<file path="src/wdb_pkg.sv">
// ----------------------------------------------------------------------------
// wdb_pkg
// Types and fixed constants shared by the watchdog bank modules.
// ----------------------------------------------------------------------------
package wdb_pkg;

	localparam int SLOT_W        = 4;
	localparam int VAL_W         = 16;
	localparam int TAG_W         = 16;
	localparam int DEFAULT_COUNT = 100;
	localparam int RESULT_CAP    = 16;
	localparam int CAP_W         = $clog2(RESULT_CAP + 1);

	typedef enum logic [1:0] {
		OP_REGISTER = 2'd0,
		OP_FEED     = 2'd1,
		OP_QUERY    = 2'd2,
		OP_TICK     = 2'd3
	} wdb_op_t;

	typedef enum logic [2:0] {
		KIND_REGISTERED = 3'd0,
		KIND_FULL       = 3'd1,
		KIND_FED        = 3'd2,
		KIND_STATUS     = 3'd3,
		KIND_TIMEOUT    = 3'd4
	} wdb_kind_t;

	typedef struct packed {
		logic [1:0]        operation;
		logic [SLOT_W-1:0] slot;
		logic [VAL_W-1:0]  reload_value;
		logic [VAL_W-1:0]  start_value;
		logic [TAG_W-1:0]  owner_tag;
		logic              alarm_enabled;
	} wdb_in_t;

	typedef struct packed {
		logic [2:0]        kind;
		logic [SLOT_W-1:0] slot_id;
		logic [TAG_W-1:0]  owner_id_out;
		logic              online;
		logic              last;
	} wdb_out_t;

	// controller -> datapath
	typedef struct packed {
		logic capture;    // take the input transfer into the item register
		logic rd_in;      // read the slot stores at the incoming slot
		logic do_reg;     // finish a register operation
		logic do_feed;    // finish a feed operation
		logic do_query;   // finish a query operation
		logic tick_init;  // start a tick walk
		logic rd_idx;     // read the slot stores at the walk index
		logic idx_inc;    // advance the walk index
		logic wr_dec;     // write back the decremented count
		logic pend_load;  // hold a new timeout as pending
		logic out_pend;   // move the pending timeout to the output
		logic pend_last;  // that timeout ends the tick
	} wdb_cmd_t;

	// datapath -> controller
	typedef struct packed {
		wdb_op_t op;
		logic    used_zero;
		logic    idx_last;
		logic    cnt_zero;
		logic    alarm;
		logic    cap;
		logic    pend_valid;
		logic    out_free;
	} wdb_stat_t;

endpackage

</file>
<file path="src/wdb_ram.sv">
// ----------------------------------------------------------------------------
// wdb_ram
// Generic single-write, single-read RAM with a registered read port.
// ----------------------------------------------------------------------------
module wdb_ram #(
	parameter int WIDTH = 16,
	parameter int DEPTH = 16,
	localparam int AW = (DEPTH > 1) ? $clog2(DEPTH) : 1
) (
	input  logic             clk,
	input  logic             we,
	input  logic [AW-1:0]    waddr,
	input  logic [WIDTH-1:0] wdata,
	input  logic             re,
	input  logic [AW-1:0]    raddr,
	output logic [WIDTH-1:0] rdata
);

	logic [WIDTH-1:0] mem_q [DEPTH];
	logic [WIDTH-1:0] rdata_q;

	always_ff @(posedge clk) begin
		if (we) begin
			mem_q[waddr] <= wdata;
		end
		if (re) begin
			rdata_q <= mem_q[raddr];
		end
	end

	assign rdata = rdata_q;

endmodule

</file>
<file path="src/wdb_ctrl.sv">
// ----------------------------------------------------------------------------
// wdb_ctrl
// Sequencer for the watchdog bank: one operation at a time, tick walks the
// claimed slots in order, reading each in ST_TRD and handling it in ST_TPROC.
// ----------------------------------------------------------------------------
module wdb_ctrl
	import wdb_pkg::*;
(
	input  logic      clk,
	input  logic      arst_n,
	input  logic      in_valid,
	output logic      in_ready,
	input  wdb_stat_t stat,
	output wdb_cmd_t  cmd
);

	typedef enum logic [2:0] {
		ST_IDLE,
		ST_REG,
		ST_FEED,
		ST_QRY,
		ST_TRD,
		ST_TPROC,
		ST_TEND
	} state_t;

	state_t state_q, state_d;

	always_ff @(posedge clk or negedge arst_n) begin
		if (!arst_n) begin
			state_q <= ST_IDLE;
		end else begin
			state_q <= state_d;
		end
	end

	assign in_ready = (state_q == ST_IDLE);

	// next state and commands
	always_comb begin
		logic advance;
		advance = 1'b0;
		state_d = state_q;
		cmd     = '0;
		unique case (state_q)
			ST_IDLE: begin
				if (in_valid) begin
					cmd.capture = 1'b1;
					unique case (stat.op)
						OP_REGISTER: state_d = ST_REG;
						OP_FEED: begin
							cmd.rd_in = 1'b1;
							state_d   = ST_FEED;
						end
						OP_QUERY: begin
							cmd.rd_in = 1'b1;
							state_d   = ST_QRY;
						end
						OP_TICK: begin
							cmd.tick_init = 1'b1;
							if (!stat.used_zero) begin
								state_d = ST_TRD;
							end
						end
						default: state_d = ST_IDLE;
					endcase
				end
			end
			ST_REG: begin
				if (stat.out_free) begin
					cmd.do_reg = 1'b1;
					state_d    = ST_IDLE;
				end
			end
			ST_FEED: begin
				if (stat.out_free) begin
					cmd.do_feed = 1'b1;
					state_d     = ST_IDLE;
				end
			end
			ST_QRY: begin
				if (stat.out_free) begin
					cmd.do_query = 1'b1;
					state_d      = ST_IDLE;
				end
			end
			ST_TRD: begin
				cmd.rd_idx = 1'b1;
				state_d    = ST_TPROC;
			end
			ST_TPROC: begin
				if (!stat.cnt_zero) begin
					cmd.wr_dec = 1'b1;
					advance    = 1'b1;
				end else if (stat.alarm && !stat.cap) begin
					// a held timeout must leave before the next one is held
					if (!stat.pend_valid || stat.out_free) begin
						cmd.out_pend  = stat.pend_valid;
						cmd.pend_load = 1'b1;
						advance       = 1'b1;
					end
				end else begin
					advance = 1'b1;
				end
				if (advance) begin
					if (stat.idx_last) begin
						state_d = ST_TEND;
					end else begin
						cmd.idx_inc = 1'b1;
						state_d     = ST_TRD;
					end
				end
			end
			ST_TEND: begin
				if (!stat.pend_valid) begin
					state_d = ST_IDLE;
				end else if (stat.out_free) begin
					cmd.out_pend  = 1'b1;
					cmd.pend_last = 1'b1;
					state_d       = ST_IDLE;
				end
			end
			default: state_d = ST_IDLE;
		endcase
	end

endmodule

</file>
<file path="src/wdb_dp.sv">
// ----------------------------------------------------------------------------
// wdb_dp
// Datapath: slot stores, claim counter, tick walk index, pending timeout and
// the output register.
// ----------------------------------------------------------------------------
module wdb_dp
	import wdb_pkg::*;
#(
	parameter int MAX_SLOTS  = 16,
	parameter int COUNT_BITS = 16
) (
	input  logic      clk,
	input  logic      arst_n,
	input  wdb_in_t   in_data,
	input  logic      out_ready,
	output logic      out_valid,
	output wdb_out_t  out_data,
	input  wdb_cmd_t  cmd,
	output wdb_stat_t stat
);

	localparam int AW = (MAX_SLOTS > 1) ? $clog2(MAX_SLOTS) : 1;
	localparam int UW = $clog2(MAX_SLOTS + 1);
	localparam int IW = (UW > SLOT_W) ? UW : SLOT_W;
	localparam int EW = (COUNT_BITS > VAL_W) ? COUNT_BITS : VAL_W;
	localparam int TW = TAG_W + 1;

	// cut to the count width; zero selects the default count
	function automatic logic [COUNT_BITS-1:0] count_or_default(input logic [VAL_W-1:0] raw);
		logic [EW-1:0]         ext;
		logic [COUNT_BITS-1:0] v;
		ext = EW'(raw);
		v   = ext[COUNT_BITS-1:0];
		return (v == '0) ? COUNT_BITS'(DEFAULT_COUNT) : v;
	endfunction

	wdb_in_t               in_q;
	logic [UW-1:0]         slots_used_q;
	logic [AW-1:0]         idx_q;
	logic [CAP_W-1:0]      n_q;
	logic                  pend_valid_q;
	logic [AW-1:0]         pend_idx_q;
	logic [TAG_W-1:0]      pend_owner_q;
	logic                  out_valid_q;
	wdb_out_t              out_q;

	logic [IW-1:0]         in_slot_w, q_slot_w, used_w, pend_idx_w;
	logic                  full, slot_ok, reg_go, out_free, out_load;
	logic                  rd_en;
	logic [AW-1:0]         rd_addr;
	logic                  cnt_we;
	logic [AW-1:0]         cnt_waddr;
	logic [COUNT_BITS-1:0] cnt_wdata, cnt_rd, rel_rd;
	logic [TW-1:0]         tag_rd;
	wdb_out_t              out_d;

	assign in_slot_w  = IW'(in_data.slot);
	assign q_slot_w   = IW'(in_q.slot);
	assign used_w     = IW'(slots_used_q);
	assign pend_idx_w = IW'(pend_idx_q);

	assign full     = (slots_used_q == UW'(MAX_SLOTS));
	assign slot_ok  = (q_slot_w < used_w);
	assign reg_go   = cmd.do_reg && !full;
	assign out_free = !out_valid_q || out_ready;
	assign out_load = cmd.do_reg || cmd.do_feed || cmd.do_query || cmd.out_pend;

	// shared read port of the three stores
	assign rd_en   = cmd.rd_in || cmd.rd_idx;
	assign rd_addr = cmd.rd_in ? in_slot_w[AW-1:0] : idx_q;

	// count store write: claim, feed reload or tick decrement
	always_comb begin
		cnt_we    = 1'b0;
		cnt_waddr = idx_q;
		cnt_wdata = cnt_rd - COUNT_BITS'(1);
		if (reg_go) begin
			cnt_we    = 1'b1;
			cnt_waddr = used_w[AW-1:0];
			cnt_wdata = count_or_default(in_q.start_value);
		end else if (cmd.do_feed && slot_ok) begin
			cnt_we    = 1'b1;
			cnt_waddr = q_slot_w[AW-1:0];
			cnt_wdata = rel_rd;
		end else if (cmd.wr_dec) begin
			cnt_we = 1'b1;
		end
	end

	wdb_ram #(.WIDTH(COUNT_BITS), .DEPTH(MAX_SLOTS)) u_count_ram (
		.clk   (clk),
		.we    (cnt_we),
		.waddr (cnt_waddr),
		.wdata (cnt_wdata),
		.re    (rd_en),
		.raddr (rd_addr),
		.rdata (cnt_rd)
	);

	wdb_ram #(.WIDTH(COUNT_BITS), .DEPTH(MAX_SLOTS)) u_reload_ram (
		.clk   (clk),
		.we    (reg_go),
		.waddr (used_w[AW-1:0]),
		.wdata (count_or_default(in_q.reload_value)),
		.re    (rd_en),
		.raddr (rd_addr),
		.rdata (rel_rd)
	);

	// alarm enable above the owner tag
	wdb_ram #(.WIDTH(TW), .DEPTH(MAX_SLOTS)) u_tag_ram (
		.clk   (clk),
		.we    (reg_go),
		.waddr (used_w[AW-1:0]),
		.wdata ({in_q.alarm_enabled, in_q.owner_tag}),
		.re    (rd_en),
		.raddr (rd_addr),
		.rdata (tag_rd)
	);

	// result selection
	always_comb begin
		out_d = '0;
		if (cmd.do_reg) begin
			out_d.last = 1'b1;
			if (full) begin
				out_d.kind = KIND_FULL;
			end else begin
				out_d.kind    = KIND_REGISTERED;
				out_d.slot_id = used_w[SLOT_W-1:0];
			end
		end else if (cmd.do_feed) begin
			out_d.kind    = KIND_FED;
			out_d.slot_id = in_q.slot;
			out_d.last    = 1'b1;
		end else if (cmd.do_query) begin
			out_d.kind    = KIND_STATUS;
			out_d.slot_id = in_q.slot;
			out_d.online  = slot_ok && (cnt_rd != '0);
			out_d.last    = 1'b1;
		end else begin
			out_d.kind         = KIND_TIMEOUT;
			out_d.slot_id      = pend_idx_w[SLOT_W-1:0];
			out_d.owner_id_out = pend_owner_q;
			out_d.last         = cmd.pend_last;
		end
	end

	// control registers
	always_ff @(posedge clk or negedge arst_n) begin
		if (!arst_n) begin
			slots_used_q <= '0;
			idx_q        <= '0;
			n_q          <= '0;
			pend_valid_q <= 1'b0;
			out_valid_q  <= 1'b0;
		end else begin
			if (reg_go) begin
				slots_used_q <= slots_used_q + UW'(1);
			end
			if (cmd.tick_init) begin
				idx_q <= '0;
			end else if (cmd.idx_inc) begin
				idx_q <= idx_q + AW'(1);
			end
			if (cmd.tick_init) begin
				n_q <= '0;
			end else if (cmd.pend_load) begin
				n_q <= n_q + CAP_W'(1);
			end
			if (cmd.tick_init) begin
				pend_valid_q <= 1'b0;
			end else if (cmd.pend_load) begin
				pend_valid_q <= 1'b1;
			end else if (cmd.out_pend && cmd.pend_last) begin
				pend_valid_q <= 1'b0;
			end
			if (out_load) begin
				out_valid_q <= 1'b1;
			end else if (out_ready) begin
				out_valid_q <= 1'b0;
			end
		end
	end

	// payload registers
	always_ff @(posedge clk) begin
		if (cmd.capture) begin
			in_q <= in_data;
		end
		if (cmd.pend_load) begin
			pend_idx_q   <= idx_q;
			pend_owner_q <= tag_rd[TAG_W-1:0];
		end
		if (out_load) begin
			out_q <= out_d;
		end
	end

	assign out_valid = out_valid_q;
	assign out_data  = out_q;

	assign stat.op         = wdb_op_t'(in_data.operation);
	assign stat.used_zero  = (slots_used_q == '0);
	assign stat.idx_last   = ((UW'(idx_q) + UW'(1)) == slots_used_q);
	assign stat.cnt_zero   = (cnt_rd == '0);
	assign stat.alarm      = tag_rd[TAG_W];
	assign stat.cap        = (n_q == CAP_W'(RESULT_CAP));
	assign stat.pend_valid = pend_valid_q;
	assign stat.out_free   = out_free;

`ifndef SYNTH
	// never claim past the bank size
	a_used_bound: assert property (@(posedge clk) disable iff (!arst_n)
		slots_used_q <= UW'(MAX_SLOTS))
		else $error("slot count beyond bank size");

	// no more timeouts per tick than the cap
	a_cap_bound: assert property (@(posedge clk) disable iff (!arst_n)
		n_q <= CAP_W'(RESULT_CAP))
		else $error("timeout count beyond cap");

	// a result is loaded only into a free output register
	a_out_free: assert property (@(posedge clk) disable iff (!arst_n)
		out_load |-> out_free)
		else $error("output register overwritten");

	// the walk only reads claimed slots
	a_walk_range: assert property (@(posedge clk) disable iff (!arst_n)
		cmd.rd_idx |-> (UW'(idx_q) < slots_used_q))
		else $error("tick walk beyond claimed slots");

	// a pending timeout was counted
	a_pend_count: assert property (@(posedge clk) disable iff (!arst_n)
		pend_valid_q |-> (n_q != '0))
		else $error("pending timeout without count");
`endif

endmodule

</file>
<file path="src/multi_watchdog_bank.sv">
// ----------------------------------------------------------------------------
// multi_watchdog_bank
// Bank of software watchdog slots with register, feed, query and tick.
// ----------------------------------------------------------------------------
// Usage:
//   Input channel (in_valid/in_ready/in_data) takes one operation per
//   transfer: register claims the next free slot, feed reloads a slot's
//   count, query reports whether a count is above zero, tick decrements
//   every claimed nonzero count and reports expired slots with alarms on.
//   Output channel (out_valid/out_ready/out_data) returns results; the
//   final result of an operation carries last. A tick without timeouts
//   returns nothing; a tick returns at most 16 timeouts, lowest slots first.
//   Register, feed and query finish before the next operation is taken;
//   the result is loaded into the output register once it is free (feed
//   and query read the slot stores at the transfer edge). A tick walks
//   the claimed slots in order and then closes, or stays idle with an
//   empty bank; the walk reads each slot's count, reload and tag RAMs
//   once through their shared read port.
//   A new operation is taken while the previous result still waits in the
//   output register; if the receiver stalls, the block holds in place
//   until the output register frees. Reset empties the bank and the output
//   register; slot stores need no clearing.
// ----------------------------------------------------------------------------
module multi_watchdog_bank
	import wdb_pkg::*;
#(
	parameter int MAX_SLOTS  = 16,
	parameter int COUNT_BITS = 16
) (
	input  logic     clk,
	input  logic     arst_n,
	input  logic     in_valid,
	output logic     in_ready,
	input  wdb_in_t  in_data,
	output logic     out_valid,
	input  logic     out_ready,
	output wdb_out_t out_data
);

	wdb_cmd_t  cmd;
	wdb_stat_t stat;

	wdb_ctrl u_ctrl (
		.clk      (clk),
		.arst_n   (arst_n),
		.in_valid (in_valid),
		.in_ready (in_ready),
		.stat     (stat),
		.cmd      (cmd)
	);

	wdb_dp #(
		.MAX_SLOTS  (MAX_SLOTS),
		.COUNT_BITS (COUNT_BITS)
	) u_dp (
		.clk       (clk),
		.arst_n    (arst_n),
		.in_data   (in_data),
		.out_ready (out_ready),
		.out_valid (out_valid),
		.out_data  (out_data),
		.cmd       (cmd),
		.stat      (stat)
	);

endmodule

</file>
<file path="config.mk">
export PLATFORM = sky130hd
export DESIGN_NAME = multi_watchdog_bank
export DESIGN_NICKNAME = d
export VERILOG_FILES = /design/src/wdb_pkg.sv /design/src/wdb_ram.sv /design/src/wdb_ctrl.sv /design/src/wdb_dp.sv /design/src/multi_watchdog_bank.sv
export SDC_FILE = /design/constraint.sdc
export NUM_CORES = 1
export LEC_CHECK = 0
export BUFFER_PORTS_ARGS = -buffer_cell sky130_fd_sc_hd__buf_2
export CELL_PAD_IN_SITES_DETAIL_PLACEMENT = 1
export CELL_PAD_IN_SITES_GLOBAL_PLACEMENT = 2
export CORE_MARGIN = 1.5
export CORE_UTILIZATION = 35
export DETAILED_ROUTE_END_ITERATION = 16
export GPL_TIMING_DRIVEN = 0
export PLACE_DENSITY_LB_ADDON = 0.1
export SLEW_MARGIN = 40
export SYNTH_ARGS = -nofsm -noshare
export SYNTH_HDL_FRONTEND = slang
export SYNTH_HIERARCHICAL = 1
export SYNTH_SLANG_ARGS = --single-unit
</file>
<file path="constraint.sdc">
create_clock -name clk -period 8.9 [get_ports clk]
set_input_delay 0.89 -clock clk [delete_from_list [all_inputs] [get_ports clk]]
set_output_delay 0.89 -clock clk [all_outputs]
set_load 0.05 [all_outputs]
</file>
==> impl_metrics.py, run 1 <==
metrics = {
    "sta": {
        "worst_pin_slew_ps": 844,
        "drv_slew": 0,
        "post-route-period-util_pct": 53.4,
        "timing.slew.headroom_pct": 43.7,
        "final-hold-violation-count": 0,
        "post-route-min-period_ps": 4750,
        "rsz0062_at_grt": "false",
        "finClkSkew_ps": 21.1,
        "setup_viol": 0,
        "tns_ps": 0,
        "max_freq_mhz": 211,
    },
    "power": {
        "share_comb_of_total_power_pct": 27.6,
        "switchingPower_mw": 4.64,
        "power.density_mw_per_mm2": 334,
        "peakVddDrop_v": 0.000151,
        "internal_power_mw": 9.99,
        "leakage_nw": 14.1,
        "pwr-share-clk_pct": 28.9,
        "swShare_pct": 31.7,
        "p_seq_share_pct": 43.5,
        "finalPower_mw": 14.6,
    },
    "cts": {
        "h-tree-depth": 3,
        "cts_setup_buffers": 0,
        "cts.clk_slew.worst_paths_ps": 60,
        "ctsHoldBuffers": 0,
        "cts_tree": "yes",
        "cts_root_buffer": "clkbuf_16",
        "cts_resized": 0,
        "clk_latency_ps": 680,
        "clockBufferDepth": 3,
        "cts_buffers": 105,
        "clock-sinks": 950,
    },
    "route": {
        "drtPass1Iterations": 4,
        "routedWlPerCell_um": 26.7,
        "routed_via_density": 5.15,
        "ant_nets": 0,
        "routed_wl_mm": 93.2,
        "vias": 18000,
        "drt_iter0_markers": 1099,
        "drc": 0,
    },
    "synth": {
        "synth_compound_area_share_pct": 2.93,
        "synth-edff-count": 931,
        "synth_top_family_by_area": "multiplexers",
        "synth_simple_gate_area_share_pct": 4.05,
        "synth_top_cell_area_share_pct": 76.2,
        "synthCells": 1753,
        "synth_seq_cells": 950,
        "synthAdderAreaFrac_pct": 0.443,
        "yosysSeqAreaShare_pct": 77.5,
        "synth_nets": 1825,
        "synth-xor-area-share_pct": 0.716,
        "yosys_warnings": 6,
        "synth_area_leader_cell": "edfxtp_1",
        "avgSynthCellArea_um2": 20.9,
        "netlist_area_mm2": 0.0367,
        "synth.area.top_cells": "edfxtp_1 (76%), mux4_2 (11%), a22oi_1 (2.0%), mux4_1 (1.6%), dfrtp_1 (1.3%)",
        "ys_types": 64,
        "synth_mux_area_share_pct": 12.7,
        "ys.flop_type": "edfxtp_1",
        "synth-async-reset-ratio_pct": 2.00,
    },
    "worst_setup_path": {
        "cpMostUsedCell": "buf_2",
        "start_kind": "flip-flop",
        "slowest_delay_ps": 620,
        "cp.required_ps": 9280,
        "cp_top_family": "buffers and inverters",
        "path_cells": "buf_4 > nand2_1 > nor3_1 > o21ai_1 > inv_2 > buf_2 > buf_2 > or3b_2 > nor3_2 > buf_2 > buf_2 > buf_4",
        "cp_max_fo": 17,
        "cpMaxStageDelayCell": "or3b_2",
        "criticalPathCategory": "reg2reg",
        "cp_num_buf_inv": 7,
        "critPathCaptureType": "flip-flop",
        "critPathArrivalTime_ps": 5130,
    },
    "global_route": {
        "use_met1_pct": 24.2,
        "grt_pass1_vias": 19600,
        "grt_pass1_wl_mm": 136,
        "grt_usage_pct": 17.7,
        "antenna_found_initial": 1,
        "use_met3_pct": 2.83,
        "grt_busiest_layer": "met2",
        "grt_overflow": 0,
        "grt_max_degree": 50,
        "use_met2_pct": 29.1,
    },
    "die": {
        "die-area_mm2": 0.107,
        "core_region_area_mm2": 0.104,
        "fp.dieW_um": 327,
        "rows": 118,
        "die_h_um": 327,
        "num_io_pins": 86,
        "start_util_pct": 35.4,
    },
    "cells_and_area": {
        "areaGrowthSynthToFinish_pct": 19.5,
        "nets": 2100,
        "diodes": 0,
        "layout_common_cells": "edfxtp_1 (931), mux4_2 (173), buf_2 (122), clkbuf_16 (107), a22oi_1 (98)",
        "mostFrequentLayoutCell": "edfxtp_1",
        "drive_gt1_share_pct": 29.9,
    },
    "placement": {
        "port_buffers": 83,
        "hpwl_mm": 64.5,
        "place_congestion": 0.758,
    },
    "job": {
        "maxCapViolCount": 0,
    },
    "min_path": {
        "hp-class": "in2async",
    },
    "run_status": {
        "status": "complete, no violations",
    },
}
## stage by stage
step	setup WS, ps	instances	utilization (%)	area (um2)	hold slack (ps)
CTS	4160	3490	42.2	43800	156
floorplan	4680	1753	-	36700	400
global route	3920	3491	42.3	43800	187
detailed placement	3640	3300	39.0	40500	406
global placement	2120	3216	37.5	38800	405
finish	4150	3491	42.3	43800	199
## state kept, by name, summed over array words and instances, names as in the netlist, 3 cells and up
signal	flops
u_dp/u_count_ram/mem_q	256
u_dp/pend_idx_q	4
u_dp/u_reload_ram/mem_q	256
u_dp/in_q	53
u_dp/u_tag_ram/rdata	17
u_ctrl/state_q	3
u_dp/idx_q	4
u_dp/out_data	25
u_dp/slots_used_q	5
u_dp/n_q	5
u_dp/u_count_ram/rdata	16
u_dp/u_reload_ram/rdata	16
u_dp/pend_owner_q	16
u_dp/u_tag_ram/mem_q	272
## metal layers
| metal | vias up | routed length (um) |
|---|---|---|
| li1 | 7831 | - |
| met1 | 9650 | 41400 |
| met2 | 341 | 45900 |
| met3 | 151 | 3450 |
| met4 | 0 | 2460 |
| met5 | - | 0 |
## cells in the mapped netlist, drive strengths merged (11+ instances only)
cell,instances
a22oi,98
and2,21
buf,54
clkbuf,46
dfrtp,19
edfxtp,931
ha,13
inv,13
mux2i,11
mux4,196
nand2,73
nand2b,18
nand3,17
nor2,71
nor3,35
nor4,12
o21ai,18
xnor2,19
xor2,11
## worst paths after layout
path,from,endpoint,slack (ps),depth (start not counted)
min reg2reg,u_dp/u_tag_ram/rdata[14],u_dp/pend_owner_q[14],420,0
max in group asynchronous,arst_n,u_dp/slots_used_q[0],8310,1
max,u_ctrl/state_q[0],u_dp/u_tag_ram/mem_q[0][7],4150,12
min,arst_n,u_dp/out_valid,200,1
max reg2reg,u_ctrl/state_q[0],u_dp/u_tag_ram/mem_q[0][7],4150,12
min in group clk,in_data[15],u_dp/in_q[15],380,1
## cell families (layout without fill, tap and decap cells)
logic type	after synthesis	in the layout
adders and majority gates	13	13
AOI/OAI and AO/OA	145	145
DFF	950	950
xor gates and xnor gates	30	30
buffers and inverters	113	471
and+or+nand+nor	291	291
muxes	211	211
## power by group through the flow
stage / logic [mW] / registers (mW) / clock network [mW]
after floorplan: 2.34 / 6.49 / 0
after global placement: 3.76 / 6.47 / 0
after detailed placement: 4.11 / 6.47 / 0
after CTS: 4.12 / 6.38 / 4.36
after global routing: 4.35 / 6.43 / 4.49
final: 4.03 / 6.37 / 4.22
## final cells by class
type | count | area, um2
Timing Repair Buffer | 168 | 1570
Clock buffer | 135 | 2780
Multi-Input combinational cell | 690 | 8140
Inverter | 13 | 48.8
Tap cell | 1380 | 1730
Sequential cell | 950 | 28400
Clock inverter | 55 | 551
Buffer | 100 | 563
Fill cell | 9766 | 59800
Note: power is estimated with default switching activity, not from simulation.
==> run 2, diff against run 1 <==
==> constraint.sdc (replaced) <==
create_clock -name clk -period 4.69 [get_ports clk]
set_input_delay 0.469 -clock clk [delete_from_list [all_inputs] [get_ports clk]]
set_output_delay 0.469 -clock clk [all_outputs]
set_load 0.05 [all_outputs]
==> run 2 against run 1 <==
Effect of this change: clock skew increased by 1.2 ps; sequential share of layout area shrank 0.81 points; via count is 1.1% higher; fmax grew 5.5%; largest cell class unchanged; register-to-register slack got worse by 4000 ps; critical path depth did not move; sequential power is 90% higher.
==> impl_metrics.py, run 2 (same netlist as run 1, synthesis figures left out) <==
metrics = {
    "placement": {
        "place_congestion": 0.758,
        "port_buffers": 83,
        "place_area_mm2": 0.0405,
        "hpwl_mm": 64.5,
        "pre_cts_ws_ps": -152,
        "dp.cells": 3300,
    },
    "global_route": {
        "antenna_found_initial": 0,
        "grt_pass1_vias": 19800,
        "grt_pass1_wl_mm": 136,
        "grt_max_degree": 50,
        "grt_usage_pct": 17.7,
        "grt_overflow": 0,
    },
    "route": {
        "drc": 0,
        "routed_via_density": 5.12,
        "vias": 18200,
        "routedWlPerCell_um": 26.4,
        "drtPass1Iterations": 5,
        "drt_iter0_markers": 1122,
        "ant_nets": 0,
        "routed_wl_mm": 93.4,
    },
    "worst_setup_path": {
        "cp_top_family": "buffers and inverters",
        "path_depth": 12,
        "cpMaxStageDelayCell": "dfrtp_2",
        "cp.required_ps": 5070,
        "cp_num_buf_inv": 7,
        "critPathArrivalTime_ps": 4880,
        "rrSetupSlack_ps": 190,
        "cp_max_fo": 19,
        "worstReg2RegEnd": "u_dp/u_tag_ram/mem_q[0][7]",
        "start_kind": "flip-flop",
        "rr_worst_depth": 12,
        "slowest_delay_ps": 720,
        "cp-startpoint": "u_dp/slots_used_q[1]",
        "path_cells": "inv_1 > ha_1 > nand2b_1 > o21ai_1 > inv_2 > buf_2 > buf_4 > or3b_2 > nor3_2 > buf_2 > buf_2 > buf_4",
        "critPathCaptureType": "flip-flop",
        "r2r-start": "u_dp/slots_used_q[1]",
        "cp-endpoint": "u_dp/u_tag_ram/mem_q[0][7]",
        "criticalPathCategory": "reg2reg",
        "cpMostUsedCell": "buf_2",
    },
    "die": {
        "die_h_um": 327,
        "die-area_mm2": 0.107,
        "rows": 118,
        "fp.dieW_um": 327,
        "core_region_area_mm2": 0.104,
        "num_io_pins": 86,
        "start_util_pct": 35.4,
    },
    "cells_and_area": {
        "reg_top3": "u_dp/u_tag_ram/mem_q: 272 flops, u_dp/u_count_ram/mem_q: 256 flops, u_dp/u_reload_ram/mem_q: 256 flops",
        "stdcell_area_mm2": 0.0444,
        "areaGrowthSynthToFinish_pct": 21.0,
        "largest-register": "u_dp/u_tag_ram/mem_q",
        "diodes": 0,
        "largest_register_ffs": 272,
        "nets": 2154,
        "layout_common_cells": "edfxtp_1 (931), mux4_2 (173), buf_2 (121), clkbuf_16 (107), a22oi_1 (98)",
        "mostFrequentLayoutCell": "edfxtp_1",
        "drive_gt1_share_pct": 29.2,
        "fin_cells": 3545,
    },
    "sta": {
        "final-hold-violation-count": 0,
        "worst_pin_slew_ps": 840,
        "rsz0062_at_grt": "false",
        "finClkSkew_ps": 22.3,
        "setup_viol": 0,
        "max_freq_mhz": 222,
        "timing.slew.headroom_pct": 44.0,
        "post-route-period-util_pct": 96.0,
        "hold_slack_ps": 88.0,
        "timing.final.ws_setup_ps": 190,
        "drv_slew": 0,
        "post-route-min-period_ps": 4500,
    },
    "power": {
        "power.density_mw_per_mm2": 626,
        "finalPower_mw": 27.8,
        "leakage_nw": 14.3,
        "peakVddDrop_v": 0.000286,
    },
    "cts": {
        "clockBufferDepth": 3,
        "h-tree-depth": 3,
        "cts_root_buffer": "clkbuf_16",
        "clk_latency_ps": 680,
        "cts_buffers": 105,
        "cts_setup_buffers": 0,
        "clock-sinks": 950,
        "cts_tree": "yes",
        "cts.clk_slew.worst_paths_ps": 60,
    },
    "job": {
        "maxCapViolCount": 0,
    },
    "run_status": {
        "status": "complete, no violations",
    },
    "min_path": {
        "hp-class": "in2reg",
    },
}
==> run 2: cell type report <==
class	instances	area (um2)
clock inverters	55	551
inverters	13	48.8
well taps	1380	1730
multi-input cells	690	8150
flip-flops and latches	950	28400
repair buffers	222	2110
fillers	9759	59300
plain buffers	100	566
clock buffers	135	2780
==> run 2: worst min-delay path, delay by kind of cell <==
| kind | cells | cell delay (ps) |
|---|---|---|
| AND/OR/NAND/NOR | 2 | 180 |
| buffers and inverters | 1 | 70 |
==> run 2: power by group <==
part	switching (mW)	internal, mW	leakage [nW]
Clock	3.30	4.72	1.63
Combinational	4.84	2.86	3.98
Sequential	0.672	11.4	8.67
==> run 2: how the worst min path moves through the flow <==
stage	start	cells after the start	end	slack [ps]
2_1_floorplan	arst_n	0	u_ctrl/state_q[0]	170
3_3_place_gp	u_dp/u_tag_ram/rdata[14]	0	u_dp/pend_owner_q[14]	400
3_5_place_dp	u_dp/u_tag_ram/rdata[13]	0	u_dp/pend_owner_q[13]	410
4_1_cts	out_ready	3	u_dp/out_valid	40
5_1_grt	out_ready	3	u_dp/out_valid	70
6_report	out_ready	3	u_dp/out_valid	90
==> run 2: layer usage <==
layer	GRT usage, %	up-vias	wire [um]	share of wire, %
met1	24.1	9718	41400	44
met2	29.3	354	46100	49
met5	0	-	0	0
li1	-	7945	-	-
met3	2.82	151	3440	3.7
met4	5.57	0	2500	2.7
==> run 2: timing repair <==
| action | CTS | global route |
|---|---|---|
| setup endpoints to repair | 5 | 10 |
| resized for setup | 1 | 3 |
| hold buffers | 54 | 0 |
| hold endpoints to repair | 72 | 0 |
==> run 2: through the flow <==
step | setup TNS (ps) | util [%]
floorplan | 0 | -
global placement | -530090 | 37.5
detailed placement | -756 | 39.0
CTS | 0 | 42.8
global route | 0 | 42.8
finish | 0 | 42.8
==> run 3, diff against run 2 <==
--- a/config.mk
+++ b/config.mk
@@ -12,7 +12,7 @@
 export CORE_UTILIZATION = 35
 export DETAILED_ROUTE_END_ITERATION = 16
 export GPL_TIMING_DRIVEN = 0
-export PLACE_DENSITY_LB_ADDON = 0.1
+export PLACE_DENSITY = 0.71
 export SLEW_MARGIN = 40
 export SYNTH_ARGS = -nofsm -noshare
 export SYNTH_HDL_FRONTEND = slang
==> constraint.sdc (replaced) <==
create_clock -name clk -period 4.69 [get_ports clk]
set_input_delay 0 -clock clk [delete_from_list [all_inputs] [get_ports clk]]
set_output_delay 0 -clock clk [all_outputs]
set_load 0.05 [all_outputs]
==> run 3 against run 2 <==
Effect of this change: clock skew grew 6.7 ps; non-clock buffer count shrank 4; sequential cell count is the same; total power shrank 1.6%; clock power shrank 3.6%; sequential power is essentially flat; clock-buffer cell count shrank 22; combinational power shrank 2%; global-route usage shrank 0.85 points; critical endpoint is now u_dp/u_count_ram/mem_q[12][12].
==> impl_metrics.py, run 3 (same netlist as run 1, synthesis figures left out) <==
metrics = {
    "cts": {
        "cts_setup_buffers": 0,
        "clk_latency_ps": 660,
        "h-tree-depth": 3,
        "cts_tree": "yes",
        "ctsHoldBuffers": 61,
        "clock-sinks": 950,
        "clockBufferDepth": 3,
        "cts_resized": 0,
        "cts.clk_slew.worst_paths_ps": 60,
        "cts_root_buffer": "clkbuf_16",
        "cts_buffers": 96,
    },
    "global_route": {
        "grt_pass1_vias": 19700,
        "grt_usage_pct": 16.9,
        "antenna_found_initial": 1,
        "grt_overflow": 0,
        "grt_pass1_wl_mm": 133,
        "grt_max_degree": 50,
    },
    "run_status": {
        "status": "complete, no violations",
    },
    "cells_and_area": {
        "nets": 2141,
        "areaGrowthSynthToFinish_pct": 20.3,
        "layout_common_cells": "edfxtp_1 (931), mux4_2 (173), buf_2 (112), clkbuf_16 (98), a22oi_1 (98)",
        "diodes": 0,
        "largest-register": "u_dp/u_tag_ram/mem_q",
        "regArea_mm2": 0.0284,
        "largest_register_ffs": 272,
        "multi_input_area_mm2": 0.00814,
        "n_fill_cell": 9836,
        "reg_top3": "u_dp/u_tag_ram/mem_q: 272 flops, u_dp/u_count_ram/mem_q: 256 flops, u_dp/u_reload_ram/mem_q: 256 flops",
        "mostFrequentLayoutCell": "edfxtp_1",
        "drive_gt1_share_pct": 28.9,
    },
    "route": {
        "vias": 18400,
        "drc": 0,
        "routed_via_density": 5.21,
        "ant_nets": 0,
        "drtPass1Iterations": 4,
        "routedWlPerCell_um": 25.4,
        "drt_iter0_markers": 1592,
        "routed_wl_mm": 89.6,
    },
    "worst_setup_path": {
        "cp-startpoint": "u_dp/slots_used_q[2]",
        "start_kind": "flip-flop",
        "critPathCaptureType": "flip-flop",
        "cp.required_ps": 5040,
        "critPathArrivalTime_ps": 4540,
        "rrSetupSlack_ps": 500,
        "cp_max_fo": 10,
        "worstReg2RegEnd": "u_dp/u_count_ram/mem_q[12][12]",
        "r2r-start": "u_dp/slots_used_q[2]",
        "rr_worst_depth": 14,
        "criticalPathCategory": "reg2reg",
    },
    "min_path": {
        "hp-class": "in2reg",
        "whs_path_depth": 2,
        "worstHoldStart": "in_data[12]",
        "min_to": "u_dp/in_q[12]",
    },
    "die": {
        "fp.dieW_um": 327,
        "rows": 118,
        "core_region_area_mm2": 0.104,
        "num_io_pins": 86,
        "die_h_um": 327,
        "die-area_mm2": 0.107,
        "start_util_pct": 35.4,
    },
    "sta": {
        "finClkSkew_ps": 29.0,
        "tns_ps": 0,
        "final-hold-violation-count": 0,
        "setup_viol": 0,
        "post-route-period-util_pct": 89.3,
        "timing.slew.headroom_pct": 40.5,
        "drv_slew": 0,
        "max_freq_mhz": 239,
        "post-route-min-period_ps": 4190,
        "hold_slack_ps": 53.1,
        "timing.final.ws_setup_ps": 501,
        "worst_pin_slew_ps": 893,
        "rsz0062_at_grt": "false",
    },
    "placement": {
        "hpwl_mm": 60.8,
        "place_congestion": 0.810,
        "port_buffers": 83,
        "pre_cts_ws_ps": 230,
    },
    "power": {
        "power.density_mw_per_mm2": 620,
        "finalPower_mw": 27.4,
        "peakVddDrop_v": 0.000343,
        "leakage_nw": 14.1,
    },
    "job": {
        "maxCapViolCount": 0,
    },
}
==> run 3: cell type report <==
| cell class | count | area share, % |
|---|---|---|
| multi-input cells | 690 | 18.4 |
| clock inverters | 65 | 1.55 |
| repair buffers | 218 | 4.59 |
| plain buffers | 100 | 1.27 |
| inverters | 13 | 0.111 |
| well taps | 1380 | 3.91 |
| clock buffers | 113 | 5.69 |
| flip-flops and latches | 950 | 64.4 |
==> run 3: worst max-delay path: stages, from the launching register on <==
cell      delay [ps]
dfrtp_1          610
buf_2            280
inv_1            100
ha_1             290
o211ai_1          90
o21a_1           230
o21ai_2          250
buf_2            400
nand3_1          140
nand3_1          190
nand3_1          300
nor3_2           410
buf_4            240
buf_4            170
buf_4            180
==> run 3: power by group <==
group	internal (mW)	total, mW	leakage, nW	switching, mW
registers	11.4	12.1	8.67	0.661
clock network	4.50	7.72	1.57	3.22
logic	2.83	7.56	3.90	4.72
total	18.8	27.4	14.1	8.61
==> run 3: how the worst max path moves through the flow <==
stage,to,slack (ps),cells past startpoint
global placement,u_dp/u_tag_ram/mem_q[8][10],-1130,9
CTS,u_dp/u_count_ram/mem_q[7][0],180,11
finish,u_dp/u_count_ram/mem_q[12][12],500,14
global route,u_dp/u_count_ram/mem_q[12][12],230,14
detailed placement,u_dp/u_count_ram/mem_q[7][8],230,11
floorplan,u_dp/u_tag_ram/mem_q[0][0],750,10
==> run 3: per-layer routing <==
layer / track usage (%) / part of all wire (%) / vias to the layer above
met5: 0 / 0 / -
met4: 4.19 / 2.1 / 0
met1: 23.2 / 43 / 9853
met3: 3.33 / 5.6 / 128
li1: - / - / 7896
met2: 27.6 / 49 / 507
==> run 3: through the flow <==
stage          cells  cell area (um2)  util, %
6_report        3529            44100     42.6
4_1_cts         3527            44100     42.5
5_1_grt         3529            44100     42.6
3_3_place_gp    3216            38800     37.5
3_5_place_dp    3288            40300     38.9
2_1_floorplan   1753            36700        -
